File: src/design/upd_pkg.sv
// ----------------------------------------------------------------------------
// URL percent decoder package
// Item types, the per-item result group that the front and back parts share,
// and the character codes that the front part uses.
// ----------------------------------------------------------------------------
package upd_pkg;

  // Input item: one encoded byte and its end-of-string flag
  typedef struct packed {
    logic [7:0] in_byte;
    logic       in_last;
  } in_item_t;

  // Result item: one decoded byte and its end-of-string flag
  typedef struct packed {
    logic [7:0] out_byte;
    logic       out_last;
  } out_item_t;

  // Number of result bytes one input item can produce
  localparam int unsigned GrpMax = 3;
  localparam int unsigned CntW   = $clog2(GrpMax + 1);

  // All results of one input item; last applies to the final byte only
  typedef struct packed {
    logic [CntW-1:0]          cnt;
    logic                     last;
    logic [GrpMax-1:0][7:0]   bytes;
  } grp_t;

  // What the front part holds between items
  typedef enum logic [1:0] {
    HOLD_NONE  = 2'd0,
    HOLD_PCT   = 2'd1,
    HOLD_DIGIT = 2'd2
  } hold_e;

  localparam logic [7:0] CharPct   = 8'h25;
  localparam logic [7:0] CharPlus  = 8'h2B;
  localparam logic [7:0] CharSpace = 8'h20;

endpackage

File: src/design/upd_front.sv
// ----------------------------------------------------------------------------
// URL percent decoder front part
// Accepts encoded bytes, tracks a pending percent escape and turns each item
// into a group of zero to three result bytes for the queue.
// ----------------------------------------------------------------------------
module upd_front (
  input  logic             clk_i,
  input  logic             rst_ni,
  input  logic             push,
  output logic             full,
  input  upd_pkg::in_item_t in_item_i,
  output logic             grp_push_o,
  output upd_pkg::grp_t    grp_o,
  input  logic             grp_full_i
);
  import upd_pkg::*;

  function automatic logic is_hex(input logic [7:0] b);
    return b inside {[8'h30:8'h39], [8'h41:8'h46], [8'h61:8'h66]};
  endfunction

  function automatic logic [3:0] hex_val(input logic [7:0] b);
    logic [7:0] v;
    v = 8'h00;
    if (b inside {[8'h30:8'h39]}) begin
      v = b - 8'h30;
    end else if (b inside {[8'h61:8'h66]}) begin
      v = b - 8'h57;
    end else if (b inside {[8'h41:8'h46]}) begin
      v = b - 8'h37;
    end
    return v[3:0];
  endfunction

  // Bytes that must stay escaped-as-is: alphanumerics and reserved marks
  function automatic logic is_safe(input logic [7:0] v);
    return v inside {[8'h30:8'h39], [8'h61:8'h7A], [8'h41:8'h5A], [8'h26:8'h2F],
                     8'h21, 8'h24, 8'h3A, 8'h3B, 8'h3D, 8'h3F, 8'h40, 8'h5F};
  endfunction

  hold_e      hold_q, hold_d;
  logic [7:0] digit_q, digit_d;

  logic       accept;
  logic [7:0] b;
  logic       last;
  logic       b_hex;
  logic [7:0] dec_val;
  logic       fr_hold;
  logic [7:0] fr_byte;
  grp_t       grp;

  assign full   = grp_full_i;
  assign accept = push && !grp_full_i;
  assign b      = in_item_i.in_byte;
  assign last   = in_item_i.in_last;
  assign b_hex  = is_hex(b);
  assign dec_val = {hex_val(digit_q), hex_val(b)};

  // Plain handling of a byte with nothing pending
  assign fr_hold = (b == CharPct) && !last;
  assign fr_byte = (b == CharPlus) ? CharSpace : b;

  // Classify the byte against the pending escape
  always_comb begin
    grp       = '0;
    grp.last  = last;
    hold_d    = HOLD_NONE;
    digit_d   = digit_q;
    case (hold_q)
      HOLD_PCT: begin
        grp.bytes[0] = CharPct;
        if (b_hex) begin
          if (last) begin
            grp.bytes[1] = b;
            grp.cnt      = CntW'(2);
          end else begin
            grp.cnt = CntW'(0);
            hold_d  = HOLD_DIGIT;
            digit_d = b;
          end
        end else if (fr_hold) begin
          grp.cnt = CntW'(1);
          hold_d  = HOLD_PCT;
        end else begin
          grp.bytes[1] = fr_byte;
          grp.cnt      = CntW'(2);
        end
      end
      HOLD_DIGIT: begin
        if (b_hex && !is_safe(dec_val)) begin
          grp.bytes[0] = dec_val;
          grp.cnt      = CntW'(1);
        end else begin
          grp.bytes[0] = CharPct;
          grp.bytes[1] = digit_q;
          if (b_hex) begin
            grp.bytes[2] = b;
            grp.cnt      = CntW'(3);
          end else if (fr_hold) begin
            grp.cnt = CntW'(2);
            hold_d  = HOLD_PCT;
          end else begin
            grp.bytes[2] = fr_byte;
            grp.cnt      = CntW'(3);
          end
        end
      end
      default: begin
        if (fr_hold) begin
          grp.cnt = CntW'(0);
          hold_d  = HOLD_PCT;
        end else begin
          grp.bytes[0] = fr_byte;
          grp.cnt      = CntW'(1);
        end
      end
    endcase
  end

  // Forward only groups that carry results
  assign grp_push_o = accept && (grp.cnt != '0);
  assign grp_o      = grp;

  // Advance the escape state on each accepted item
  always_ff @(posedge clk_i or negedge rst_ni) begin
    if (!rst_ni) begin
      hold_q  <= HOLD_NONE;
      digit_q <= 8'h00;
    end else if (accept) begin
      hold_q  <= hold_d;
      digit_q <= digit_d;
    end
  end

endmodule

File: src/design/upd_queue.sv
// ----------------------------------------------------------------------------
// URL percent decoder group queue
// Short FIFO of result groups between the front and back parts.
// ----------------------------------------------------------------------------
module upd_queue #(
  parameter int unsigned Depth = 2
) (
  input  logic          clk_i,
  input  logic          rst_ni,
  input  logic          wr_en_i,
  input  upd_pkg::grp_t wr_grp_i,
  output logic          full_o,
  input  logic          rd_en_i,
  output upd_pkg::grp_t rd_grp_o,
  output logic          empty_o
);
  import upd_pkg::*;

  localparam int unsigned PtrW = (Depth > 1) ? $clog2(Depth) : 1;
  localparam int unsigned CnW  = $clog2(Depth + 1);

  grp_t            mem_q [Depth];
  logic [PtrW-1:0] wr_ptr_q, rd_ptr_q;
  logic [CnW-1:0]  count_q;
  logic            do_wr, do_rd;

  assign full_o   = (count_q == CnW'(Depth));
  assign empty_o  = (count_q == '0);
  assign do_wr    = wr_en_i && !full_o;
  assign do_rd    = rd_en_i && !empty_o;
  assign rd_grp_o = mem_q[rd_ptr_q];

  // Store an incoming group
  always_ff @(posedge clk_i) begin
    if (do_wr) begin
      mem_q[wr_ptr_q] <= wr_grp_i;
    end
  end

  // Advance pointers and occupancy
  always_ff @(posedge clk_i or negedge rst_ni) begin
    if (!rst_ni) begin
      wr_ptr_q <= '0;
      rd_ptr_q <= '0;
      count_q  <= '0;
    end else begin
      if (do_wr) begin
        wr_ptr_q <= (wr_ptr_q == PtrW'(Depth - 1)) ? '0 : wr_ptr_q + 1'b1;
      end
      if (do_rd) begin
        rd_ptr_q <= (rd_ptr_q == PtrW'(Depth - 1)) ? '0 : rd_ptr_q + 1'b1;
      end
      if (do_wr && !do_rd) begin
        count_q <= count_q + 1'b1;
      end else if (do_rd && !do_wr) begin
        count_q <= count_q - 1'b1;
      end
    end
  end

endmodule

File: src/design/upd_back.sv
// ----------------------------------------------------------------------------
// URL percent decoder back part
// Walks the oldest queued group one byte per popped item and releases the
// group after its final byte.
// ----------------------------------------------------------------------------
module upd_back (
  input  logic              clk_i,
  input  logic              rst_ni,
  input  upd_pkg::grp_t     grp_i,
  input  logic              grp_empty_i,
  output logic              grp_rd_o,
  output logic              empty,
  input  logic              pop,
  output upd_pkg::out_item_t out_item_o
);
  import upd_pkg::*;

  logic [CntW-1:0] idx_q;
  logic            at_end;
  logic            take;

  assign empty  = grp_empty_i;
  assign take   = pop && !grp_empty_i;
  assign at_end = (idx_q == grp_i.cnt - 1'b1);

  // Present the current byte of the head group
  assign out_item_o.out_byte = grp_i.bytes[idx_q[$clog2(GrpMax)-1:0]];
  assign out_item_o.out_last = grp_i.last && at_end;
  assign grp_rd_o            = take && at_end;

  // Step through the group, restart on release
  always_ff @(posedge clk_i or negedge rst_ni) begin
    if (!rst_ni) begin
      idx_q <= '0;
    end else if (take) begin
      idx_q <= at_end ? '0 : idx_q + 1'b1;
    end
  end

endmodule

File: src/design/url_percent_decoder.sv
// ----------------------------------------------------------------------------
// URL percent decoder
// Streaming decoder of percent escapes and plus signs, one byte per item.
// ----------------------------------------------------------------------------
// Usage:
//   Input queue side: drive in_item_i and raise push; the item is taken on a
//   clock edge where full is low. Output queue side: while empty is low the
//   oldest decoded byte sits on out_item_o; raise pop to take it.
//   Each input item yields zero to three result items. Bytes of a pending
//   escape are held inside until the escape resolves or the string ends.
// Path: each result group is written into the group queue, and out_item_o
//   reads its bytes from the oldest queued group.
// Throughput: one input item per cycle while pop stays high and items yield at
//   most one result each. An item yielding k results keeps the back part busy
//   for k pops; the QueueDepth-entry group queue absorbs that before full rises.
// Reset: clears the pending escape and empties the queue.
// Stall: when pop stays low the queue fills and full rises; nothing is lost.
// ----------------------------------------------------------------------------
module url_percent_decoder #(
  parameter int unsigned QueueDepth = 2
) (
  input  logic               clk_i,
  input  logic               rst_ni,
  input  logic               push,
  output logic               full,
  input  upd_pkg::in_item_t  in_item_i,
  output logic               empty,
  input  logic               pop,
  output upd_pkg::out_item_t out_item_o
);
  import upd_pkg::*;

  logic grp_push, grp_full;
  logic grp_rd, grp_empty;
  grp_t grp_wr, grp_rd_data;

  // Classify incoming bytes
  upd_front u_front (
    .clk_i      (clk_i),
    .rst_ni     (rst_ni),
    .push       (push),
    .full       (full),
    .in_item_i  (in_item_i),
    .grp_push_o (grp_push),
    .grp_o      (grp_wr),
    .grp_full_i (grp_full)
  );

  // Decouple front and back
  upd_queue #(
    .Depth (QueueDepth)
  ) u_queue (
    .clk_i    (clk_i),
    .rst_ni   (rst_ni),
    .wr_en_i  (grp_push),
    .wr_grp_i (grp_wr),
    .full_o   (grp_full),
    .rd_en_i  (grp_rd),
    .rd_grp_o (grp_rd_data),
    .empty_o  (grp_empty)
  );

  // Serialize groups into result items
  upd_back u_back (
    .clk_i       (clk_i),
    .rst_ni      (rst_ni),
    .grp_i       (grp_rd_data),
    .grp_empty_i (grp_empty),
    .grp_rd_o    (grp_rd),
    .empty       (empty),
    .pop         (pop),
    .out_item_o  (out_item_o)
  );

endmodule

File: config.mk
export PLATFORM = sky130hd
export DESIGN_NAME = url_percent_decoder
export DESIGN_NICKNAME = d
export VERILOG_FILES = /design/src/design/upd_pkg.sv /design/src/design/upd_front.sv /design/src/design/upd_queue.sv /design/src/design/upd_back.sv /design/src/design/url_percent_decoder.sv
export SDC_FILE = /design/constraint.sdc
export NUM_CORES = 1
export LEC_CHECK = 0
export BUFFER_PORTS_ARGS = -buffer_cell sky130_fd_sc_hd__buf_4
export CAP_MARGIN = 20
export CELL_PAD_IN_SITES_DETAIL_PLACEMENT = 0
export CELL_PAD_IN_SITES_GLOBAL_PLACEMENT = 1
export CORE_ASPECT_RATIO = 1.2
export CORE_UTILIZATION = 45
export DETAILED_ROUTE_END_ITERATION = 12
export PLACE_DENSITY = 0.72
export REMOVE_ABC_BUFFERS = 1
export SLEW_MARGIN = 15
export SYNTH_ARGS = -nofsm -noshare
export SYNTH_HDL_FRONTEND = slang
export SYNTH_SLANG_ARGS = --single-unit
export TNS_END_PERCENT = 30
File: constraint.sdc
create_clock -name clk_i -period 3.6 [get_ports clk_i]
set_input_delay 0.18 -clock clk_i [delete_from_list [all_inputs] [get_ports clk_i]]
set_output_delay 0.18 -clock clk_i [all_outputs]
set_load 0.1 [all_outputs]
## Word-level counts from Yosys, hierarchy flattened

Memories as Yosys holds them, arrays and structs flattened.
Index checks and enable logic that the tools add are counted.
W data, S select, Z words.

| cells by class | value |
|---|---|
| $add $sub $neg | 12 |
| $lt $le $gt $ge | 21 |
| equality and inequality tests | 14 |
| mux-type cells | 39 |
| bitwise operators | 1 |
| reductions and logical operators | 33 |

Operators with widths:

| kind | count |
|---|---|
| $eq A8 B6 Y1 const B | 8 |
| $mux W8 | 8 |
| $ge A8 B7 Y1 const B | 6 |
| $le A8 B7 Y1 const B | 6 |
| $ge A8 B6 Y1 const B | 4 |
| $le A8 B6 Y1 const B | 4 |
| $pmux W8 S2 | 2 |
| $mux W4 | 6 |
| $mux W2 | 11 |
| $logic_and A1 B1 Y1 | 21 |
| $bmux W8 S2 | 1 |
| $eq A8 B7 Y1 const B | 2 |
| $mux W16 | 1 |
| $sub A4 B3 Y4 const B | 4 |
| $reduce_bool A12 Y1 | 1 |
| $mux W1 | 8 |
| $pmux W2 S2 | 2 |
| $sub A4 B1 Y4 const B | 2 |
| $logic_not A1 Y1 | 6 |
| $add A2 B1 Y2 const B | 2 |
| $eq A2 B2 Y1 const B | 2 |
| $reduce_and A4 Y1 | 1 |
| $reduce_bool A2 Y1 | 2 |
| $sub A2 B1 Y2 const B | 2 |
| 7 further kinds | 8 |

| word-level totals | value |
|---|---|
| bits in registers | 16 |
| memory bits (writable) | 54 |
| output and inout port bits | 11 |
| memories | 1 |

Memory list:

| memory | depth | width | rd ports | clocked after Yosys merged registers in | wr ports | RTL line | source |
|---|---|---|---|---|---|---|---|
| u_queue.mem_q | 2 | 27 | 1 | 0 | 1 | upd_queue.sv:22 | `grp_t mem_q [Depth];` |

## Logic depth before layout (Yosys ltp)

| logic depth | value |
|---|---|
| word-level depth | 19 |
| mapped depth | 13 |
| mapped depth without buffers | 13 |

## Modules after synthesis

Synthesis repeated with hierarchy kept, for this count alone.

| unflattened totals | value |
|---|---|
| cell total of the unflattened synthesis | 371 |
| area total of the unflattened synthesis | 4195.3 um^2 |

By module, submodules not included:

| module | times used | cells each | area an instance (um^2) |
|---|---|---|---|
| upd_queue | 1 | 103 | 2244.7 |
| upd_front | 1 | 224 | 1634.1 |
| upd_back | 1 | 44 | 316.6 |

## Worst setup path before layout

No wires, ideal clock.

| timing | value |
|---|---|
| kind | input port to flip-flop |
| start point | input port in_item_i[2] (netlist name) |
| end point | memory u_queue.mem_q[0][0] (netlist name) (enable) |
| setup time | 0.445 ns |
| data arrival time | 3.402 ns |
| setup slack | -0.247 ns |
| stages | 9 |
| path buffers | 0 |
| path through | inv_1 > ha_1 > nor3b_1 > nor3b_2 > nor2_1 > o21ai_0 > a21oi_1 > a21oi_1 > nor3_1 |

| between the ends | value |
|---|---|
| longest elaborated chain between the ends | 17 |
| elaborated cells on any way between the ends | 53 |
| those cells by class | add/sub: 3; order compare: 14; eq/ne: 9; mux: 12; reduce/logical: 15 |

Ends and longest elaborated chain:

| what | RTL line | source |
|---|---|---|
| start, declared | url_percent_decoder.sv:26 | `input upd_pkg::in_item_t in_item_i,` |
| $ge A8 B7 Y1 / $le A8 B7 Y1 (equally long branches) | upd_front.sv:19, upd_front.sv:29 |  |
| $logic_and A1 B1 Y1 | upd_front.sv:19, upd_front.sv:29 |  |
| $mux W4 | upd_front.sv:29 | `end else if (b inside {[8'h41:8'h46]}) begin` |
| $mux W4 | upd_front.sv:27 | `end else if (b inside {[8'h61:8'h66]}) begin` |
| $mux W4 | upd_front.sv:25 | `if (b inside {[8'h30:8'h39]}) begin` |
| $ge A8 B6 Y1 (tied with other cells) | upd_front.sv:37 | `return v inside {[8'h30:8'h39], [8'h61:8'h7A], [8'h41:8'h5A], [8'h26:8'h2F],` |
| $logic_and A1 B1 Y1 | upd_front.sv:37 |  |
| $reduce_bool A12 Y1 | upd_front.sv:37 |  |
| $logic_not A1 Y1 | upd_front.sv:91 | `if (b_hex && !is_safe(dec_val)) begin` |
| $logic_and A1 B1 Y1 | upd_front.sv:91 |  |
| $mux W2 | upd_front.sv:91 |  |
| $pmux W2 S2 (*) | upd_front.sv:70 | `case (hold_q)` |
| $reduce_bool A2 Y1 (*) | upd_front.sv:122 | `assign grp_push_o = accept && (grp.cnt != '0);` |
| $logic_and A1 B1 Y1 (*) | upd_front.sv:122 |  |
| $logic_and A1 B1 Y1 (*) | upd_queue.sv:29 | `assign do_wr = wr_en_i && !full_o;` |
| $mux W1 (*) | upd_queue.sv:35 | `if (do_wr) begin` |
| $mux W1 (implied by the code) (*) | upd_queue.sv:36 | `mem_q[wr_ptr_q] <= wr_grp_i;` |
| end, declared | upd_queue.sv:22 |  |

Mark *: on every way between the ends. The rest lies on a longest branch, timed or not.

==> reports/metrics.csv <==
stage,metric,value,unit
yosys,Synth Area per Inst,12.00,sq um
place,DP Area,4121,sq um
timing,Max Clock Skew,0.006009,ns
place,input/output buffers,23,
yosys,"flops & latches, synth",70,
critical_path,WS Path Type,flip-flop to flip-flop,
clock_network,Bufs on Longest Clock Path,2,
pwr,power share of the clock group,0.176,
finish,layout net count,371,
critical_path,top cell family by delay on the critical path,compound AO/OA/AOI/OAI gates,
critical_path,Critical path buffers and inverters,1,
yosys,Cells after Synth,316,
global_routing,gr busiest metal,met2,
yosys,synth warn,0,
timing,Fin Hold WS,0.09444,ns
clock_network,clk_lat worst skew,0.34,ns
detailed_routing,final wirelength,8097,um
timing,period utilization,0.9003,
worst_hold_path,Hold Crit Class,primary input to flip-flop,
yosys,most frequent cell after synthesis,edfxtp_1,
detailed_routing,via count,2600,
critical_path,slowest cell on the critical path,dfrtp_1,
clock_network,Clock transition at path regs,0.07,ns
floorplanning,Die W,85.79,um
detailed_routing,Iter 0 DRT Violations,96,
pwr,VDD IR max,0.3569,mV
critical_path,crit-path cells,inv_1 > ha_1 > nor2b_1 > a21oi_1 > o31ai_2 > o21ai_0 > o32a_1 > a41o_1 > or3_4 > a32o_1,
worst_hold_path,hold path cells,1,
yosys,leading cell types by count after synthesis,"edfxtp_1 (54), nand2_1 (20), inv_1 (19), o21ai_0 (19), dfrtp_1 (16)",
critical_path,critical path endpoint category,flip-flop,
pwr,Pleak,1.633,nW
global_routing,met1 Use GR,0.2625,
yosys,synth unique cells,60,
global_routing,met3 Use GR,0.03523,
detailed_routing,Routed Antenna Nets,0,
detailed_routing,Post-route DRC,0,
yosys,Yosys top cell by area,edfxtp_1,
global_routing,vias in the first global route,2495,
floorplanning,die area,8797,sq um
yosys,sequential area share after synthesis,0.5333,
global_routing,total gr overflow,0,
finish,area grow syn2layout,13.53,%
clock_network,"Setup Fix Bufs, Post-CTS",0,
yosys,Post-synth EDFFs,54,
critical_path,crit-path max cell delay,0.49,ns
timing,worst rel slew slack,0.5464,
floorplanning,starting density of the core,0.4650,
clock_network,Num CTS Buffers,9,
place,hpwl dp,5842,um
timing,Fin. Hold Viols,0,
finish,Layout Utilization,0.5279,
pwr,part of the power in registers,0.373,
pwr,combinational fraction of design power,0.452,
pwr,pwr dens,729.0,nW/um^2
global_routing,largest net degree at the start of global routing,28,
clock_network,Sink Count,70,
clock_network,Root Driver,clkbuf_8,
pwr,Net Switching,1.406,mW
job,MaxCap Viol Count,0,
critical_path,number of cells on the critical path,10,
yosys,Main synth FF type,edfxtp_1,
timing,Final WS setup,0.3590,ns
global_routing,GR Util All Layers,0.1977,
critical_path,CP Max Fanout,18,
floorplanning,Die Y-Extent,102.5,um
finish,share of layout cells above drive strength 1,0.2216,
floorplanning,core area,8153,sq um
pwr,Pwr Total,3.138,mW
critical_path,cell depth of the worst flop-to-flop path,10,
critical_path,Startpoint Class,flip-flop,
global_routing,GR Layer Usage met2,0.3249,
timing,setup violators final,0,
timing,"Min Clock Period, post-route",3.241,ns
place,pre-CTS setup slack,0.1689,ns
yosys,Synth top area share,0.4277,
finish,number of antenna diodes,0,
yosys,post-synthesis async set-or-reset flop share,0.2286,
critical_path,Critical Path RT,3.68,ns
clock_network,TritonCTS clock tree,yes,
floorplanning,# IOs,24,
detailed_routing,drt first pass iters,4,
pwr,Pint,1.732,mW
place,RD Place Congestion,0.9047,
timing,Achievable Freq,308.5,MHz
finish,fin area,4304,sq um
timing,RSZ-0062 raised after global routing,no,
finish,FILL cells,738,
floorplanning,# rows,36,
timing,max-slew violations,0,
pwr,switching fraction of total power,0.4481,
yosys,Synth area leaders,"edfxtp_1 (43%), dfrtp_1 (11%), mux4_2 (4.8%), ha_1 (3.6%), mux2i_1 (3.2%)",
detailed_routing,routed len/inst,17.38,um
run_status,outcome,"finished, final reports clean",
timing,actual slew at the worst max-slew pin,0.6778,ns
detailed_routing,via-per-instance ratio,5.579,
global_routing,initial antenna violation count,0,
global_routing,first-pass GRT wire length,13010,um
clock_network,H-tree depth,3,
critical_path,CP arrival,3.32,ns
yosys,Netlist Area Pre-Place,3791,sq um
[what timing repair did]
| action | CTS | global route |
|---|---|---|
| endpoints found under the hold margin | 16 | 0 |
| endpoints found under the setup margin | 0 | 2 |
| gates resized for setup | 0 | 1 |
| hold buffers | 1 | 0 |
[path summary, 6_finish.rpt]
check | startpoint | end | slack, ns
max reg2reg | u_front.digit_q[1] | u_queue.mem_q[0][9] | 0.36
max | u_front.digit_q[1] | u_queue.mem_q[0][9] | 0.36
max in group asynchronous | rst_ni | u_queue.wr_ptr_q | 3.17
min | in_item_i[0] | u_queue.mem_q[1][24] | 0.09
min in group asynchronous | rst_ni | u_front.digit_q[2] | 0.24
min reg2reg | u_queue.count_q[1] | u_queue.count_q[1] | 0.51
[routing by layer]
layer / part of all wire / up-vias / wire [um]
li1: - / 1261 / -
met1: 0.48 / 1273 / 3915
met2: 0.47 / 50 / 3777
met3: 0.026 / 16 / 211
met4: 0.024 / 0 / 193
met5: 0 / - / 0
[logic make-up after synthesis]
group                    after synthesis  synth area share
adder cells (fa/ha/maj)               11           0.03630
flip-flops                            70            0.5333
XOR/XNOR                               8           0.01848
AND/OR/NAND/NOR                       87            0.1307
multiplexers                          24           0.09109
AO/OA/AOI/OAI                         82            0.1522
buffers and inverters                 34           0.03795
[final cells by class]
| cell class | count | area (sq um) | share of cell area |
|---|---|---|---|
| Sequential cell | 70 | 2022 | 0.4698 |
| Multi-Input combinational cell | 212 | 1635 | 0.3799 |
| Timing Repair Buffer | 35 | 265.3 | 0.06163 |
| Clock buffer | 12 | 145.1 | 0.03372 |
| Tap cell | 114 | 142.6 | 0.03314 |
| Inverter | 19 | 71.32 | 0.01657 |
| Clock inverter | 4 | 22.52 | 0.005233 |
[stage by stage]
| step | cells | TNS (ns) |
|---|---|---|
| after floorplan | 301 | -6.927 |
| after global placement | 449 | 0 |
| after detailed placement | 449 | 0 |
| after CTS | 466 | 0 |
| after global routing | 466 | 0 |
| final | 466 | 0 |
[registers in the layout, summed over array words and instances, names as in the netlist]
signal            flops
u_queue.rd_ptr_q      1
u_queue.mem_q        54
u_front.hold_q        2
u_front.digit_q       8
u_queue.count_q       2
u_queue.wr_ptr_q      1
u_back.idx_q          2
[worst reg2reg max path, stage by stage (launching register included)]
cell and delay [ns]:
dfrtp_1 0.49, inv_1 0.13, ha_1 0.22, nor2b_1 0.11, a21oi_1 0.05, o31ai_2 0.35, o21ai_0 0.17, o32a_1 0.37
a41o_1 0.28, or3_4 0.49, a32o_1 0.32
[power by group through the flow]
stage	registers [mW]	clock network (mW)	logic (mW)
floorplan	1.19	0	1.11
global placement	1.18	0	1.42
detailed placement	1.19	0	1.43
CTS	1.17	0.562	1.44
global route	1.19	0.599	1.50
finish	1.17	0.551	1.42
[cell usage in the layout (no fill, tap or decap), types with 4 or more instances in the layout]
master	instances
o21ai_0	19
a32o_1	6
xor2_1	4
nand2_1	20
nand3_1	6
mux2_2	4
o22ai_1	9
a21oi_1	15
inv_1	19
edfxtp_1	54
and3_1	5
nand2b_1	8
nor3_1	5
nor2_1	15
ha_1	11
mux4_2	8
clkbuf_8	10
mux2i_1	12
dfrtp_1	16
xnor2_1	4
nor2b_1	5
a22oi_1	4
buf_4	34
(Power assumes the default switching activity.)
